$ cat config.mk
export PLATFORM = sky130hd
export DESIGN_NAME = gsps_match_pipe
export DESIGN_NICKNAME = d
export VERILOG_FILES = /design/src/hdl/gsps_pkg.sv /design/src/hdl/gsps_match_pipe.sv
export SDC_FILE = /design/constraint.sdc
export NUM_CORES = 2
export LEC_CHECK = 0
export BUFFER_PORTS_ARGS = -buffer_cell sky130_fd_sc_hd__clkbuf_2
export CAP_MARGIN = 0
export CORE_ASPECT_RATIO = 2
export CORE_MARGIN = 1.5
export CORE_UTILIZATION = 39
export DETAILED_ROUTE_END_ITERATION = 7
export GPL_TIMING_DRIVEN = 0
export PLACE_DENSITY = 0.58
export SKIP_CTS_REPAIR_TIMING = 1
export SKIP_LAST_GASP = 1
export SLEW_MARGIN = 20
export SYNTH_ARGS = -nofsm -noshare
export SYNTH_HDL_FRONTEND = slang
export SYNTH_SLANG_ARGS = --single-unit
$ cat constraint.sdc
create_clock -name clk -period 8.45 [get_ports clk]
set_input_delay 0.845 -clock clk [delete_from_list [all_inputs] [get_ports clk]]
set_output_delay 0.845 -clock clk [all_outputs]
set_load 0.1 [all_outputs]
$ cat src/hdl/gsps_pkg.sv
// Package for the ground seed point search unit: sizes, codes and payload types.
`default_nettype none

package gsps_pkg;

    localparam int COORD_W    = 24;
    localparam int INT_W      = 32;
    localparam int R_W        = 23;
    localparam int SEED_CFG_W = 4;
    localparam int CFG_W      = 24;
    localparam int CFG_IDX_W  = 2;

    localparam int MAX_POINTS = 4096;
    localparam int PT_IDX_W   = (MAX_POINTS > 1) ? $clog2(MAX_POINTS) : 1;
    localparam int PT_CNT_W   = $clog2(MAX_POINTS + 1);

    localparam int MAX_SEEDS  = 8;
    localparam int SEED_W     = $clog2(MAX_SEEDS + 1);

    // result queue holds one full query on top of what may still wait
    localparam int FIFO_DEPTH = 2 * MAX_SEEDS;
    localparam int FIFO_AW    = $clog2(FIFO_DEPTH);
    localparam int FIFO_CW    = $clog2(FIFO_DEPTH + 1);

    localparam int DIFF_W = COORD_W + 1;
    localparam int SQ_W   = 2 * DIFF_W - 1;
    localparam int SUM_W  = SQ_W + 1;
    localparam int R2_W   = 2 * R_W;
    localparam int Z_W    = COORD_W + 2;

    localparam int XY_W = 2 * COORD_W;
    localparam int ZI_W = COORD_W + INT_W;

    typedef enum logic [1:0] {
        OP_CLEAR = 2'd0,
        OP_LOAD  = 2'd1,
        OP_QUERY = 2'd2,
        OP_NONE  = 2'd3
    } opcode_t;

    typedef enum logic [CFG_IDX_W-1:0] {
        CFG_SEARCH_RADIUS = 2'd0,
        CFG_HEIGHT_OFFSET = 2'd1,
        CFG_HEIGHT_MARGIN = 2'd2,
        CFG_MAX_SEEDS     = 2'd3
    } cfg_reg_t;

    typedef enum logic [1:0] {
        ST_IDLE,
        ST_SCAN,
        ST_FINISH
    } state_t;

    typedef struct packed {
        logic [1:0]                opcode;
        logic signed [COORD_W-1:0] coord_x;
        logic signed [COORD_W-1:0] coord_y;
        logic signed [COORD_W-1:0] coord_z;
        logic [INT_W-1:0]          intensity;
    } req_item_t;

    typedef struct packed {
        logic signed [COORD_W-1:0] seed_x;
        logic signed [COORD_W-1:0] seed_y;
        logic signed [COORD_W-1:0] seed_z;
        logic [INT_W-1:0]          seed_intensity;
        logic                      seed_valid;
        logic                      last;
    } rsp_item_t;

    // tag travelling with each point read through the compare pipeline
    typedef struct packed {
        logic valid;
        logic last;
    } scan_tag_t;

    typedef struct packed {
        logic valid;
        logic last;
        logic hit;
    } match_tag_t;

    // pose values latched when a query transaction is taken
    typedef struct packed {
        logic signed [COORD_W-1:0] px;
        logic signed [COORD_W-1:0] py;
        logic signed [Z_W-1:0]     zlo;
        logic signed [Z_W-1:0]     zhi;
        logic [R2_W-1:0]           r2;
    } query_t;

endpackage

`default_nettype wire

$ cat src/hdl/gsps_match_pipe.sv
// Three-stage radius and height window test on points read from the store.
`default_nettype none

module gsps_match_pipe
(
    input  wire logic                      clk,
    input  wire logic                      rst_n,
    input  wire logic                      flush,
    input  wire gsps_pkg::query_t          query,
    input  wire gsps_pkg::scan_tag_t       in_tag,
    input  wire logic [gsps_pkg::XY_W-1:0] in_xy,
    input  wire logic [gsps_pkg::ZI_W-1:0] in_zi,
    output gsps_pkg::match_tag_t           out_tag,
    output gsps_pkg::rsp_item_t            out_point
);
    import gsps_pkg::*;

    logic signed [COORD_W-1:0] x_in, y_in, z_in;
    logic signed [Z_W-1:0]     z_ext;
    logic signed [DIFF_W-1:0]  dx_next, dy_next;
    logic                      zok_next;

    scan_tag_t                 s2_tag_reg, s3_tag_reg;
    logic signed [DIFF_W-1:0]  dx_reg, dy_reg;
    logic                      s2_zok_reg, s3_zok_reg;
    rsp_item_t                 s2_pt_reg, s3_pt_reg;

    logic signed [2*DIFF_W-1:0] prod_x, prod_y;
    logic [SQ_W-1:0]            sqx_reg, sqy_reg;
    logic [SUM_W-1:0]           d2;
    logic                       hit_next;

    match_tag_t                 s4_tag_reg;
    rsp_item_t                  s4_pt_reg;

    // stage 2: differences and z window
    always_comb
    begin
        x_in     = in_xy[COORD_W-1:0];
        y_in     = in_xy[XY_W-1:COORD_W];
        z_in     = in_zi[COORD_W-1:0];
        z_ext    = {{(Z_W-COORD_W){z_in[COORD_W-1]}}, z_in};
        dx_next  = {x_in[COORD_W-1], x_in} - {query.px[COORD_W-1], query.px};
        dy_next  = {y_in[COORD_W-1], y_in} - {query.py[COORD_W-1], query.py};
        zok_next = (z_ext >= query.zlo) && (z_ext <= query.zhi);
    end

    // stage 3: squares
    always_comb
    begin
        prod_x = dx_reg * dx_reg;
        prod_y = dy_reg * dy_reg;
    end

    // stage 4: sum and radius compare
    always_comb
    begin
        d2       = {1'b0, sqx_reg} + {1'b0, sqy_reg};
        hit_next = s3_zok_reg && (d2 <= {{(SUM_W-R2_W){1'b0}}, query.r2});
    end

    always_ff @(posedge clk or negedge rst_n)
    begin
        if (!rst_n)
        begin
            s2_tag_reg <= '0;
            s3_tag_reg <= '0;
            s4_tag_reg <= '0;
        end
        else if (flush)
        begin
            s2_tag_reg <= '0;
            s3_tag_reg <= '0;
            s4_tag_reg <= '0;
        end
        else
        begin
            s2_tag_reg       <= in_tag;
            s3_tag_reg       <= s2_tag_reg;
            s4_tag_reg.valid <= s3_tag_reg.valid;
            s4_tag_reg.last  <= s3_tag_reg.last;
            s4_tag_reg.hit   <= hit_next;
        end
    end

    always_ff @(posedge clk)
    begin
        dx_reg                   <= dx_next;
        dy_reg                   <= dy_next;
        s2_zok_reg               <= zok_next;
        s2_pt_reg.seed_x         <= x_in;
        s2_pt_reg.seed_y         <= y_in;
        s2_pt_reg.seed_z         <= z_in;
        s2_pt_reg.seed_intensity <= in_zi[ZI_W-1:COORD_W];
        s2_pt_reg.seed_valid     <= 1'b1;
        s2_pt_reg.last           <= 1'b0;

        sqx_reg    <= prod_x[SQ_W-1:0];
        sqy_reg    <= prod_y[SQ_W-1:0];
        s3_zok_reg <= s2_zok_reg;
        s3_pt_reg  <= s2_pt_reg;

        s4_pt_reg  <= s3_pt_reg;
    end

    assign out_tag   = s4_tag_reg;
    assign out_point = s4_pt_reg;

endmodule

`default_nettype wire

== After elaboration in Yosys (flattened, before gate mapping) ==
Index checks and enable logic that the tools add are counted.
Widths: inputs -> output; s select.

* Bits in registers: 469
* Input bits: 255
* Output and inout port bits: 109
* Logic and storage cells: 38

* $add $sub $neg: 3
* Multipliers: 2
* $lt $le $gt $ge: 3
* Mux-type cells: 3
* Reductions and logical operators: 2

{| class="wikitable"
|+ Operator list
! operator !! count
|-
| $mul 25x25->49 || 2
|-
| $add 49x49->50 || 1
|-
| $le 50x46->1 || 1
|-
| $sub 24x24->25 || 2
|-
| $ge 24x26->1 || 1
|-
| $le 24x26->1 || 1
|-
| $mux 2 || 2
|-
| $mux 3 || 1
|-
| $logic_and 1x1->1 || 2
|}

== Longest topological paths before layout ==
* Depth in word-level cells: 4
* Depth in mapped cells: 30

== Least setup slack after synthesis ==
Ideal clock, no wire load.

* Path kind: register to register
* From: register dx_reg[24]
* To: register sqx_reg[48]
* Arrival: 7.316 ns
* Required time: 8.378 ns
* Path slack: 1.061 ns
* Cell stages (with the launch flop): 26
* Buffers on the path: 2
* Period minus slack after synthesis: 7.389 ns
* Cell sequence: dfxtp_1 -> clkbuf_1 -> buf_1 -> nand2_1 -> inv_1 -> fa_1 -> inv_1 -> fa_1 -> fa_1 -> inv_1 -> fa_1 -> fa_1 -> fa_1 -> fa_1 -> ha_1 -> a21oi_1 -> o21bai_1 -> a21o_1 -> a21o_1 -> a2111oi_4 -> o311ai_4 -> a41oi_4 -> nor3b_1 -> o31a_1 -> o41ai_2 -> xnor2_1

* Longest elaborated chain between the ends: 1

{| class="wikitable"
|+ Ends and longest elaborated chain
! item !! RTL line !! text
|-
| start, declared || gsps_match_pipe.sv:24 || <nowiki>logic signed [DIFF_W-1:0] dx_reg, dy_reg;</nowiki>
|-
| start signal, assigned || gsps_match_pipe.sv:88 || <nowiki>dx_reg <= dx_next;</nowiki>
|-
| $mul 25x25->49 || gsps_match_pipe.sv:51 || <nowiki>prod_x = dx_reg * dx_reg;</nowiki>
|-
| named net prod_x[48] || gsps_match_pipe.sv:28 || <nowiki>logic signed [2*DIFF_W-1:0] prod_x, prod_y;</nowiki>
|-
| end signal, assigned || gsps_match_pipe.sv:98 || <nowiki>sqx_reg <= prod_x[SQ_W-1:0];</nowiki>
|-
| end, declared || gsps_match_pipe.sv:29 || <nowiki>logic [SQ_W-1:0] sqx_reg, sqy_reg;</nowiki>
|}

The timed path passes the listed nets, and every way through them passes these cells.

== Worst setup path in the final report ==
* From: register dx_reg[4]
* To: register sqx_reg[48]

The elaborated chain is that of the path after synthesis.

==> metrics.yaml <==
initial_core_util_pct: 39.17
synth-seq-cells: 467
slew_viol_final: 0
rows: 198
highest_layer: "met4"
fin_crit_ns: 8.313
hold_class: "in -> reg"
clockBufferDepth: 3
yosysWarnings: 0
synth_commonest_cells: "inv_1 (1565), fa_1 (1200), ha_1 (493)"
cts_max_level: 2
wirelength_mm: 174.6
cts_buffers: 51
worst_pin_slew_ns: 1.055
grt_usage_pct: 24.17
area_growth_pct: 11.47
reg2reg_depth: 26
finalCritPeriodShare_pct: 98.37
viasPerCell: 4.896
first_pass_iters: 5
crit_fanout: 10
wl_met1_mm: 53.64
critPathTopFamily: "adder cells"
critPathMostFrequentCell: "fa_1"
path_clk_slew_ns: 0.08
slew_headroom_pct: 29.24
hold_viol_final: 0
crit_buf_inv: 6
route.vias.total: 39610
design_area_sq_um: 63380
post-place-ws_ns: -1.578
wire_per_inst_microns: 21.59
status: "complete, no violations"
endpoint_kind: "flip-flop"
synthDistinctLibCells: 69
regToRegStartpoint: "dx_reg[4]"
gp_congestion: 1.049
crit_type: "reg -> reg"
die_h_microns: 543.0
synth_area_leaders: "fa_1 (42%), dfxtp_1 (16%), ha_1 (11%), inv_1 (10%), and2_1 (2.8%)"
route.met3.wl_mm: 7.134
first_global_vias: 45070
syn_nets: 7672
clk_latency_ns: 0.70
dp_cells: 7985
antenna_found_initial: 2
syn_inst: 5724
ys_async_sr_fraction_pct: 1.499
clock-sinks: 467
cts-root-buf: "clkbuf_16"
postPlaceCellArea_sq_um: 61060
regToRegSetupSlack_ns: 0.14
reg2reg_to: "sqx_reg[48]"
final_cell_count_no_fill: 8090
setup_tns_ns: 0
netlist_area_sq_um: 56860
drc_errors: 0
crit_end: "sqx_reg[48]"
ys.flop_type: "dfxtp_1"
drt_iter0_drc: 1528
synth.top_cell.area_share_pct: 42.25
final_nets: 8095
critPathMaxStageDelay_ns: 0.70
setup_slack_ns: 0.1375
worstPathRequired_ns: 9.05
timing.fmax_mhz: 120.3
avgSynthCellArea_sq_um: 9.934
cts_tree: "done"
core_sq_um: 145200
drv_cap: 0
grt_pass1_wl_mm: 262.7
port_buffers: 361
fillerInstances: 14270
crit_path_start_kind: "flip-flop"
rsz0062_at_grt: "yes"
crit_start: "dx_reg[4]"
setup_viol: 0
seq_area_frac_synth_pct: 16.50
drive_gt1_share_pct: 10.18
synth_top_area_cell: "fa_1"
antenna_left: 0
wl_met2_mm: 95.18
place.detailed.hpwl_mm: 149.6
crit_arrival_ns: 8.91
dieWidth_microns: 273.0
yosysMostFrequentCell: "inv_1"
grt_max_degree: 18
fin_skew_ns: 0.03906
synth_edf_count: 0
io_pins: 364
path_depth: 26
gr-total-overflow: 0
critPathSlowestCell: "fa_2"
fp.dieArea_sq_um: 148200
## layout by cell type (no fill, tap or decap), types with 31 or more instances in the layout
cell	n
a21oi_1	179
dfxtp_1	437
xor2_1	53
clkbuf_16	52
ha_1	493
nand2b_1	31
nand2_1	411
nor2b_1	74
and2_1	254
fa_1	1196
inv_1	1561
a21o_1	110
clkbuf_2	424
nand3_1	36
o21ai_0	96
nor2_1	151
xnor2_1	157
## metrics by stage
stage	util [%]	hold WS, ns
after global routing	43.66	0.2186
after global placement	42.05	0.3096
after detailed placement	42.06	0.3121
after CTS	43.34	-0.05860
final	43.66	0.2447
after floorplan	-	0.3096
## how the worst min path moves through the flow
stage                               from        endpoint  cells after the start
final                          in_zi[47]   s2_pt_reg[25]                      1
after global routing           in_zi[47]   s2_pt_reg[25]                      1
after CTS                          rst_n   s2_tag_reg[1]                      1
after detailed placement   s3_pt_reg[46]   out_point[46]                      0
after global placement     s3_pt_reg[33]   out_point[33]                      0
after floorplan           s3_pt_reg[100]  out_point[100]                      0
## cell type report
type	count	area [sq um]	share of cell area (%)
Multi-Input combinational cell	3567	41270	65.11
Sequential cell	467	9430	14.88
Inverter	1565	5886	9.286
Tap cell	1900	2377	3.751
Timing Repair Buffer	374	1919	3.028
Clock buffer	55	1323	2.087
Buffer	121	643.1	1.015
Clock inverter	40	533.0	0.8409
Antenna cell	1	2.502	0.003948
## routing by layer
metal,up-vias,global-route usage [%]
li1,17910,-
met1,19840,22.11
met2,1260,46.46
met3,594,2.811
met4,0,20.66
met5,-,0
## cells by family (layout without fill, tap and decap cells)
kind of cell / Yosys count / in the layout / share of synthesized area, %
other cells: 2 / 3 / 0.01321
buf+inv: 1690 / 2155 / 11.17
simple gates: 1078 / 1078 / 9.308
compound gates: 580 / 580 / 6.610
flops: 467 / 467 / 16.50
mux: 3 / 3 / 0.05281
xor+xnor: 211 / 211 / 3.250
fa+ha+maj: 1693 / 1693 / 53.09
Power is left out: the tool's default activity adds up to more than one toggle a clock period on the data nets, which glitch-free logic cannot reach.
